--- config.mk ---
export PLATFORM = sky130hd
export DESIGN_NAME = integer_to_padded_ascii
export DESIGN_NICKNAME = d
export VERILOG_FILES = /design/src/rtl/itpa_pkg.sv /design/src/rtl/integer_to_padded_ascii.sv /design/src/rtl/itpa_digits.sv
export SDC_FILE = /design/constraint.sdc
export NUM_CORES = 1
export LEC_CHECK = 0
export BUFFER_PORTS_ARGS = -buffer_cell sky130_fd_sc_hd__buf_4
export CAP_MARGIN = 20
export CORE_ASPECT_RATIO = 1.5
export CORE_UTILIZATION = 45
export DETAILED_ROUTE_END_ITERATION = 16
export GPL_TIMING_DRIVEN = 0
export PLACE_DENSITY = 0.65
export SYNTH_ARGS = -nofsm -noshare
export SYNTH_HDL_FRONTEND = slang
export SYNTH_SLANG_ARGS = --single-unit
--- constraint.sdc ---
create_clock -name clk_i -period 4.8 [get_ports clk_i]
set_input_delay 0.24 -clock clk_i [delete_from_list [all_inputs] [get_ports clk_i]]
set_output_delay 0.24 -clock clk_i [all_outputs]
set_load 0.05 [all_outputs]
--- src/rtl/itpa_pkg.sv ---
// Package for the integer-to-padded-ASCII block: item types, radix codes,
// controller states and the digit-to-character mapping.
// Depends on nothing; every other file in rtl imports it.
`default_nettype none

package itpa_pkg;

  localparam int unsigned VALUE_W       = 64;
  localparam int unsigned DIGIT_SLOTS   = 20;
  localparam int unsigned BCD_W         = DIGIT_SLOTS * 4;
  localparam int unsigned LEN_W         = $clog2(DIGIT_SLOTS + 1);
  localparam int unsigned STEP_W        = $clog2(VALUE_W);
  localparam int unsigned FIELD_W       = 7;
  localparam int unsigned ROOM_CAP      = 64;
  localparam int unsigned WIDTH_CAP_DEF = 64;

  localparam logic [1:0] RADIX_DEC    = 2'd0;
  localparam logic [1:0] RADIX_HEX_LO = 2'd1;

  localparam logic [7:0] CHAR_ZERO  = 8'h30;
  localparam logic [7:0] CHAR_SPACE = 8'h20;
  localparam logic [7:0] CHAR_LO_A  = 8'h61;
  localparam logic [7:0] CHAR_UP_A  = 8'h41;

  typedef struct packed {
    logic [VALUE_W-1:0] value;
    logic [1:0]         radix_mode;
    logic               pad_with_zero;
    logic [FIELD_W-1:0] min_width;
    logic [FIELD_W-1:0] room;
  } in_item_t;

  typedef struct packed {
    logic [7:0] out_char;
    logic       last_char;
  } out_item_t;

  // Commands from the controller to the digit register.
  typedef struct packed {
    logic load;
    logic hex;
    logic shift;
  } dg_ctrl_t;

  // Status from the digit register to the controller.
  typedef struct packed {
    logic             ready;
    logic [LEN_W-1:0] len;
    logic [3:0]       top;
  } dg_stat_t;

  typedef enum logic [1:0] {
    DG_IDLE,
    DG_DABBLE,
    DG_NORM,
    DG_READY
  } dg_state_e;

  typedef enum logic [1:0] {
    ST_IDLE,
    ST_CONV,
    ST_SIZE,
    ST_EMIT
  } top_state_e;

  // Maps one digit to its ASCII character. Radix code three reads as upper-case hex.
  function automatic logic [7:0] digit_char(input logic [3:0] d, input logic [1:0] mode);
    logic [7:0] c;
    if (d < 4'd10) begin
      c = CHAR_ZERO + {4'b0, d};
    end else if (mode == RADIX_HEX_LO) begin
      c = CHAR_LO_A + {4'b0, d - 4'd10};
    end else begin
      c = CHAR_UP_A + {4'b0, d - 4'd10};
    end
    return c;
  endfunction

endpackage

`default_nettype wire

--- src/rtl/integer_to_padded_ascii.sv ---
// Top level of the integer-to-padded-ASCII block: command port, sequencing of
// conversion and sizing, and the character emitter.
// Depends on itpa_pkg and itpa_digits.
//
//   channel   direction  handshake              payload
//   command   in         start && !busy         in_i  (in_item_t)
//   result    out        valid_o, one cycle     out_o (out_item_t)
//
// A decimal item is shifted through the double-dabble shift register, one bit
// per cycle; hex skips this. Leading zero digits then leave the digit register
// one per cycle (up to 19 digits), and the characters follow one per cycle, up
// to 64. The next item can be accepted while busy is low. The bit-serial
// dabble loop and the one-character-per-cycle emitter set the length of a run.
// Reset is asynchronous and returns the block to idle with no run pending.
// The receiver cannot stall: each character stands on the ports for one cycle.
// An item with no room produces no characters and leaves the block idle.
`default_nettype none

module integer_to_padded_ascii
  import itpa_pkg::*;
#(
  parameter int unsigned WIDTH_CAP = WIDTH_CAP_DEF
) (
  input  wire logic     clk_i,
  input  wire logic     rst_ni,
  input  wire logic     start,
  output logic          busy,
  input  wire in_item_t in_i,
  output logic          valid_o,
  output out_item_t     out_o
);

  // Wide enough for the saturated minimum width and for the 7-bit field.
  localparam int unsigned WW = ($clog2(WIDTH_CAP + 1) > FIELD_W) ?
                               $clog2(WIDTH_CAP + 1) : FIELD_W;

  top_state_e         st_q, st_d;
  logic [1:0]         mode_q, mode_d;
  logic               padz_q, padz_d;
  logic [WW-1:0]      width_q, width_d;
  logic [FIELD_W-1:0] room_q, room_d;
  logic [WW-1:0]      pad_cnt_q, pad_cnt_d;
  logic [FIELD_W-1:0] rem_q, rem_d;

  logic               accept;
  logic [WW-1:0]      width_in;
  logic [FIELD_W-1:0] room_in;
  logic [WW-1:0]      len_ext;
  logic [WW-1:0]      pads;
  logic [WW:0]        run_len;
  dg_ctrl_t           dg_ctrl;
  dg_stat_t           dg_stat;

  assign accept = start && !busy;

  // Saturate the command fields: a minimum width above WIDTH_CAP is WIDTH_CAP,
  // and room above the cap means "at least the cap".
  assign width_in = (WW'(in_i.min_width) > WW'(WIDTH_CAP)) ? WW'(WIDTH_CAP)
                                                           : WW'(in_i.min_width);
  assign room_in  = (in_i.room > FIELD_W'(ROOM_CAP)) ? FIELD_W'(ROOM_CAP) : in_i.room;

  // Sizing: pads fill up to the minimum width, and the run is cut to the room.
  assign len_ext = WW'(dg_stat.len);
  assign pads    = (width_q > len_ext) ? (width_q - len_ext) : '0;
  assign run_len = {1'b0, pads} + {1'b0, len_ext};

  always_comb begin
    st_d      = st_q;
    mode_d    = mode_q;
    padz_d    = padz_q;
    width_d   = width_q;
    room_d    = room_q;
    pad_cnt_d = pad_cnt_q;
    rem_d     = rem_q;
    dg_ctrl   = '0;
    valid_o   = 1'b0;
    out_o     = '0;
    unique case (st_q)
      ST_IDLE: begin
        if (accept && room_in != '0) begin
          mode_d       = in_i.radix_mode;
          padz_d       = in_i.pad_with_zero;
          width_d      = width_in;
          room_d       = room_in;
          dg_ctrl.load = 1'b1;
          dg_ctrl.hex  = (in_i.radix_mode != RADIX_DEC);
          st_d         = ST_CONV;
        end
      end
      ST_CONV: begin
        if (dg_stat.ready) begin
          st_d = ST_SIZE;
        end
      end
      ST_SIZE: begin
        pad_cnt_d = pads;
        if (run_len > (WW+1)'(room_q)) begin
          rem_d = room_q;
        end else begin
          rem_d = FIELD_W'(run_len);
        end
        st_d = ST_EMIT;
      end
      ST_EMIT: begin
        valid_o         = 1'b1;
        out_o.last_char = (rem_q == FIELD_W'(1));
        if (pad_cnt_q != '0) begin
          out_o.out_char = padz_q ? CHAR_ZERO : CHAR_SPACE;
          pad_cnt_d      = pad_cnt_q - WW'(1);
        end else begin
          out_o.out_char = digit_char(dg_stat.top, mode_q);
          dg_ctrl.shift  = 1'b1;
        end
        rem_d = rem_q - FIELD_W'(1);
        if (rem_q == FIELD_W'(1)) begin
          st_d = ST_IDLE;
        end
      end
      default: st_d = ST_IDLE;
    endcase
  end

  always_ff @(posedge clk_i or negedge rst_ni) begin
    if (!rst_ni) begin
      st_q      <= ST_IDLE;
      pad_cnt_q <= '0;
      rem_q     <= '0;
    end else begin
      st_q      <= st_d;
      pad_cnt_q <= pad_cnt_d;
      rem_q     <= rem_d;
    end
  end

  always_ff @(posedge clk_i) begin
    mode_q  <= mode_d;
    padz_q  <= padz_d;
    width_q <= width_d;
    room_q  <= room_d;
  end

  assign busy = (st_q != ST_IDLE);

  itpa_digits u_digits (
    .clk_i   (clk_i),
    .rst_ni  (rst_ni),
    .ctrl_i  (dg_ctrl),
    .value_i (in_i.value),
    .stat_o  (dg_stat)
  );

  // A run ends with exactly one marked character and nothing directly after it.
  a_last_ends_run: assert property (@(posedge clk_i) disable iff (!rst_ni)
    valid_o && out_o.last_char |=> !valid_o)
    else $error("character follows the end of a run");

  // Inside a run the characters come on consecutive cycles.
  a_run_unbroken: assert property (@(posedge clk_i) disable iff (!rst_ni)
    valid_o && !out_o.last_char |=> valid_o)
    else $error("run broken before its last character");

  // An accepted item with room keeps the block busy on the next cycle.
  a_accept_busy: assert property (@(posedge clk_i) disable iff (!rst_ni)
    accept && room_in != '0 |=> busy)
    else $error("accepted item dropped");

  // Decimal digits out of the dabble register are always proper BCD.
  a_bcd_digit: assert property (@(posedge clk_i) disable iff (!rst_ni)
    valid_o && pad_cnt_q == '0 && mode_q == RADIX_DEC |-> dg_stat.top < 4'd10)
    else $error("decimal digit out of range");

endmodule

`default_nettype wire

--- src/rtl/itpa_digits.sv ---
// Digit register: bit-serial double-dabble conversion to BCD, or a direct hex
// load, then removal of leading zero digits one digit per cycle.
// Depends on itpa_pkg.
`default_nettype none

module itpa_digits
  import itpa_pkg::*;
(
  input  wire logic               clk_i,
  input  wire logic               rst_ni,
  input  wire dg_ctrl_t           ctrl_i,
  input  wire logic [VALUE_W-1:0] value_i,
  output dg_stat_t                stat_o
);

  dg_state_e          st_q, st_d;
  logic [VALUE_W-1:0] bin_q, bin_d;
  logic [BCD_W-1:0]   bcd_q, bcd_d;
  logic [BCD_W-1:0]   bcd_adj;
  logic [STEP_W-1:0]  step_q, step_d;
  logic [LEN_W-1:0]   len_q, len_d;

  // Add three to every digit of five or more before the shift.
  always_comb begin
    for (int i = 0; i < DIGIT_SLOTS; i++) begin
      if (bcd_q[i*4 +: 4] >= 4'd5) begin
        bcd_adj[i*4 +: 4] = bcd_q[i*4 +: 4] + 4'd3;
      end else begin
        bcd_adj[i*4 +: 4] = bcd_q[i*4 +: 4];
      end
    end
  end

  always_comb begin
    st_d   = st_q;
    bin_d  = bin_q;
    bcd_d  = bcd_q;
    step_d = step_q;
    len_d  = len_q;
    if (ctrl_i.load) begin
      bin_d  = value_i;
      step_d = '0;
      len_d  = LEN_W'(DIGIT_SLOTS);
      if (ctrl_i.hex) begin
        bcd_d = {{(BCD_W-VALUE_W){1'b0}}, value_i};
        st_d  = DG_NORM;
      end else begin
        bcd_d = '0;
        st_d  = DG_DABBLE;
      end
    end else begin
      unique case (st_q)
        DG_IDLE: begin
        end
        DG_DABBLE: begin
          bcd_d  = {bcd_adj[BCD_W-2:0], bin_q[VALUE_W-1]};
          bin_d  = {bin_q[VALUE_W-2:0], 1'b0};
          step_d = step_q + STEP_W'(1);
          if (step_q == STEP_W'(VALUE_W - 1)) begin
            st_d = DG_NORM;
          end
        end
        DG_NORM: begin
          if (bcd_q[BCD_W-1 -: 4] == 4'd0 && len_q > LEN_W'(1)) begin
            bcd_d = {bcd_q[BCD_W-5:0], 4'd0};
            len_d = len_q - LEN_W'(1);
          end else begin
            st_d = DG_READY;
          end
        end
        DG_READY: begin
          if (ctrl_i.shift) begin
            bcd_d = {bcd_q[BCD_W-5:0], 4'd0};
          end
        end
        default: st_d = DG_IDLE;
      endcase
    end
  end

  always_ff @(posedge clk_i or negedge rst_ni) begin
    if (!rst_ni) begin
      st_q   <= DG_IDLE;
      step_q <= '0;
      len_q  <= LEN_W'(DIGIT_SLOTS);
    end else begin
      st_q   <= st_d;
      step_q <= step_d;
      len_q  <= len_d;
    end
  end

  always_ff @(posedge clk_i) begin
    bin_q <= bin_d;
    bcd_q <= bcd_d;
  end

  assign stat_o.ready = (st_q == DG_READY);
  assign stat_o.len   = len_q;
  assign stat_o.top   = bcd_q[BCD_W-1 -: 4];

endmodule

`default_nettype wire
# Word level (Yosys, flattened, before mapping)
# Cells that the tools add are included.
word_totals:
  word_cells: 164
  mem_bits_ro: 0
  input_bits: 84
  mem_count: 0
  output_inout_bits: 11
  mem_bits_rw: 0
  register_bits: 190
  latchBits: 0
op_classes:
  n_mul: 0
  n_addsub: 30
  n_lt_le_gt_ge: 26
  n_reduce_logical: 22
  n_shift: 0
  n_mux: 57
  n_bitwise: 0
  n_div: 0
  eq_ne: 17
op_table:
  columns: ["cell", "count"]
  rows:
  - ["$mux W80", 3]
  - ["$pmux W80 S3", 1]
  - ["$mux W64", 3]
  - ["$ge A4 B3 Y1 const B", 20]
  - ["$add A4 B2 Y4 const B", 19]
  - ["$mux W4", 19]
  - ["$mux W7", 4]
  - ["$pmux W7 S2", 2]
  - ["$mux W8", 3]
  - ["$mux W5", 4]
  - ["$mux W2", 9]
  - ["$add A7 B4 Y8 const A", 2]
  - ["$gt A7 B7 Y1 const B", 2]
  - ["$reduce_bool A7 Y1", 2]
  - ["$sub A7 B1 Y7 const B", 2]
  - ["$mux W6", 2]
  - ["$reduce_bool A2 Y1", 6]
  - ["$mux W9", 1]
  - ["$reduce_and A3 Y1", 3]
  - ["$add A7 B5 Y8", 1]
  - ["$eq A2 B2 Y1 const B", 4]
  - ["$gt A8 B7 Y1", 1]
  - ["$ne A2 B2 Y1 const B", 4]
  - ["$pmux W2 S4", 1]
  - ["other kinds (24)", 34]

# Longest topological paths before layout
logic_depth:
  depth_word: 8
  mapped_depth: 22

# By module
# From an unflattened synthesis, not the netlist that was laid out.
hier_totals:
  cells_unflattened: 1164
  hier_area_um2: 12164.2
modules_own_cells:
  columns: ["mod", "n_inst", "seq_area_each_um2", "cells_per_inst", "area_per_inst_um2"]
  rows:
  - ["itpa_digits", 1, 4652.0, 864, 9435.3]
  - ["integer_to_padded_ascii", 1, 910.9, 300, 2728.9]

# Least setup slack after synthesis
# Ideal clock, no wire load.
synth_timing:
  kind: "reg2reg"
  from: "reg u_digits.len_q[2]"
  to: "reg rem_q[0]"
  synth_period_minus_slack_ps: 4554
  arrival_ps: 4469
  path_slack_ps: 246
  t_required_ps: 4714
  stages_incl_launch_ff: 18
  cell_sequence: "dfstp_2 -> inv_1 -> ha_1 -> nor2_1 -> a211oi_2 -> o41ai_4 -> and2b_2 -> fa_1 -> a21o_1 -> a211oi_1 -> nor2_1 -> ha_1 -> a2111oi_0 -> a21oi_1 -> a31o_1 -> buf_6 -> mux2_4 -> o221ai_2"
synth_between:
  elab_chain_cells: 6
  word_cells_on_any_way: 7
  cone_classes: "add/sub (2); order compare (2); mux (3)"
synth_rtl:
  columns: ["item", "line", "text"]
  rows:
  - ["start: declaration", "itpa_digits.sv:21", "logic [LEN_W-1:0] len_q, len_d;"]
  - ["start signal: assignment", "itpa_digits.sv:85", "len_q <= LEN_W'(DIGIT_SLOTS);"]
  - ["start signal: assignment", "itpa_digits.sv:89", "len_q <= len_d;"]
  - ["$sub A7 B5 Y7 or $gt A7 B5 Y1 (tied branches)", "integer_to_padded_ascii.sv:64", "assign pads = (width_q > len_ext) ? (width_q - len_ext) : '0;"]
  - ["$mux W7", "integer_to_padded_ascii.sv:64", null]
  - ["$add A7 B5 Y8 (*)", "integer_to_padded_ascii.sv:65", "assign run_len = {1'b0, pads} + {1'b0, len_ext};"]
  - ["$gt A8 B7 Y1", "integer_to_padded_ascii.sv:97", "if (run_len > (WW+1)'(room_q)) begin"]
  - ["$mux W7 (*)", "integer_to_padded_ascii.sv:97", null]
  - ["$pmux W7 S2 (*)", "integer_to_padded_ascii.sv:78", "unique case (st_q)"]
  - ["end signal: assignment", "integer_to_padded_ascii.sv:131", "rem_q <= rem_d;"]
  - ["end: declaration", "integer_to_padded_ascii.sv:43", "logic [FIELD_W-1:0] rem_q, rem_d;"]
# Mark *: on every way between the ends. The rest lies on a longest branch, timed or not.
# A chain may end at the register's enable or synchronous reset.

# Final worst setup path
layout_timing:
  from: "reg u_digits.len_q[4]"
  to: "reg rem_q[4]"
# The elaborated chain is that of the path after synthesis.

==> metrics <==
status=finished, final reports clean; CTS tree=yes; CP max FO=7; area leader, netlist=edfxtp_1; crit path DAT=4.96 ns; cells after synthesis=1349; DRC=0; clk_lat worst skew=0.46 ns; Fin. Hold Viols=0; maximum vdd drop=0.000253 V; Filler Cell Count=2444; pwr/cell area=239 mW/mm^2; max-slew violations=0; CP Launch Type=flop; # diodes=0; minimum clock period=4.61 ns; global placer's final weighted congestion=0.874; Mapped Avg Cell Area=8.84 sq um; vias in the first global route=10100; row count=72; # IOs=95; fin nets=1629; clk root buf=clkbuf_16; critical path data required time=5.15 ns; syn_nets=1507; chip height=201 um; Die ar.=0.0272 sq mm; top_reg_cell synth=edfxtp_1; main area contributors after synthesis=edfxtp_1, a21oi_1, nand2_1; final setup vio count=0; fraction of layout cells with a size suffix above 1=11.1%; Vias/cell=5.54; busiest grt layer=met2; Routed WL=31.3 mm; critical path capture point type=flop; Synth Register Bits=190; M2 GR Usage=43.4%; Initial Util=45.9%; Max Clock Skew=0.0197 ns; final worst path period share=96.1%; Slew @ Worst Pin=0.938 ns; max cap viols=0; post-synth top area share=40.6%; initial DRC count=606; die width=135 um; total number of vias=10100; number of flops mapped to enable cells by yosys=161; Max Fclk=0.217 GHz; Worst-path clk slew=0.07 ns; GR Util met1=27.6%; Worst Hold Class=input port to flop; CTS Sinks=190; static leakage=5.39 nW; ys async rst share=15.3%; DP Area=0.0131 sq mm; grt total ovfl=0; gr usage total=24.0%; Yosys cell types=67; H-tree levels=4; number of buffers created by CTS=17; Routed Antenna Nets=0; post-DP HPWL=22.9 mm; P&R area growth vs syn=15.9%; Worst slew margin=37.5%; first-pass GRT wire length=50.7 mm; mapped cell area=0.0119 sq mm; initial antenna violation count=0; IO buf count=93; design area=0.0138 sq mm; RSZ-0062 raised after global routing=false; largest net degree at the start of global routing=65; clock buffer depth=2; Synth warnings=0; GRT met3 Usage=3.68%; total power=0.00330 W; Seq/Total Area, Yosys=46.7%; DRT Pass-1 Iters=7; critical path type=flop to flop; Core Footprint=0.0259 sq mm; drt wl/cell=17.2 um
==> cell usage after synthesis (all sizes together), types with 25 or more instances <==
cell and number:
nand2 277, a21oi 241, edfxtp 161, nor2 103, inv 77, ha 72
clkbuf 56, o21ai 52, nand3 34, xnor2 32, dfrtp 27, nand2b 25
==> power by group <==
group	leakage, nW	total, W	internal, W	switching [W]
registers	1.79	0.00177	0.00177	0
clock network	0.282	0.00143	0.000755	0.000678
logic	3.32	0.0000988	0.0000518	0.0000470
==> per-stage QoR <==
step	hold slack [ns]	TNS (ns)	cells	util, %	setup WS, ns
2_1_floorplan	-0.0556	0	1349	-	0.246
6_report	0.0559	0	1817	53.2	0.186
4_1_cts	0.0369	0	1815	52.9	0.00417
3_3_place_gp	0.187	-66.07	1775	50.2	-0.823
5_1_grt	0.0546	0	1817	53.2	0.0125
3_5_place_dp	0.193	-1.17	1777	50.5	-0.275
==> per-layer routing <==
| layer | wire length, um | share of wire [%] |
|---|---|---|
| met5 | 0 | 0 |
| met4 | 900 | 2.9 |
| met3 | 1390 | 4.4 |
| met2 | 16300 | 52 |
| met1 | 12700 | 41 |
==> worst paths after layout <==
path                                    start            endpoint  slack [ns]  cells past startpoint
setup / recovery            u_digits.len_q[4]            rem_q[4]        0.19                     19
hold / removal                       in_i[56]  u_digits.bin_q[39]        0.06                      3
setup reg to reg            u_digits.len_q[4]            rem_q[4]        0.19                     19
hold reg to reg            u_digits.bin_q[26]  u_digits.bin_q[27]        0.52                      2
max in group asynchronous              rst_ni   u_digits.len_q[2]        4.22                      2
min in group asynchronous              rst_ni            rem_q[3]        0.25                      2
==> cell type report <==
class	instances	area, sq um	area share, %
multi-input cells	1015	5880	42.5
flip-flops and latches	190	5560	40.3
repair buffers	103	815	5.90
clock buffers	19	453	3.28
well taps	333	417	3.02
inverters	78	293	2.12
plain buffers	66	269	1.95
clock inverters	13	129	0.933
==> cells by family after synthesis <==
group | synth area share, %
adder cells (fa/ha/maj) | 7.89
other | 0.0315
AO/OA/AOI/OAI | 18.0
XOR/XNOR | 3.31
flip-flops | 46.7
AND/OR/NAND/NOR | 18.6
buffers and inverters | 4.71
multiplexers | 0.714
==> worst max-delay path: stages (launching register included) <==
cell	delay, ns
dfstp_2	0.59
inv_1	0.10
ha_4	0.30
nand2_2	0.09
or4_4	0.50
o41ai_4	0.09
and2b_2	0.30
buf_4	0.14
ha_1	0.26
nand4b_1	0.17
o31ai_1	0.32
xor2_1	0.22
ha_1	0.27
o21a_1	0.20
o22ai_2	0.13
a21oi_1	0.07
a31o_1	0.20
buf_6	0.14
mux2i_1	0.12
a221oi_1	0.29
==> what timing repair did <==
item,4_1_cts,5_1_grt
pin swaps,1,4
setup endpoints to repair,7,7
hold buffers,4,0
endpoints found under the hold margin,30,0
buffers inserted,2,2
resized for setup,1,11
==> cell usage in the layout (no fill, tap or decap), types with 6 or more instances in the layout <==
cell,synthesis,routed
a21oi_1,241,241
a22oi_1,8,8
a31oi_1,9,9
buf_1,8,8
buf_4,1,97
clkbuf_1,55,55
clkbuf_16,0,17
dfrtp_1,27,26
edfxtp_1,161,161
ha_1,72,70
inv_1,77,77
inv_6,0,6
mux2i_1,7,7
nand2_1,276,275
nand2b_1,25,24
nand3_1,34,34
nor2_1,102,102
nor2b_1,22,22
nor3_1,10,10
o211ai_1,12,12
o21ai_0,51,51
o31ai_1,14,14
or3_1,11,11
xnor2_1,32,32
xor2_1,13,13
==> sequential cells by signal (all words and copies together), names as in the netlist <==
name and count:
rem_q 7, st_q 2, u_digits.bin_q 64, u_digits.st_q 2, u_digits.bcd_q 80, room_q 7
padz_q 1, width_q 7, u_digits.step_q 6, mode_q 2, u_digits.len_q 5, pad_cnt_q 7
(Power assumes the default switching activity.)
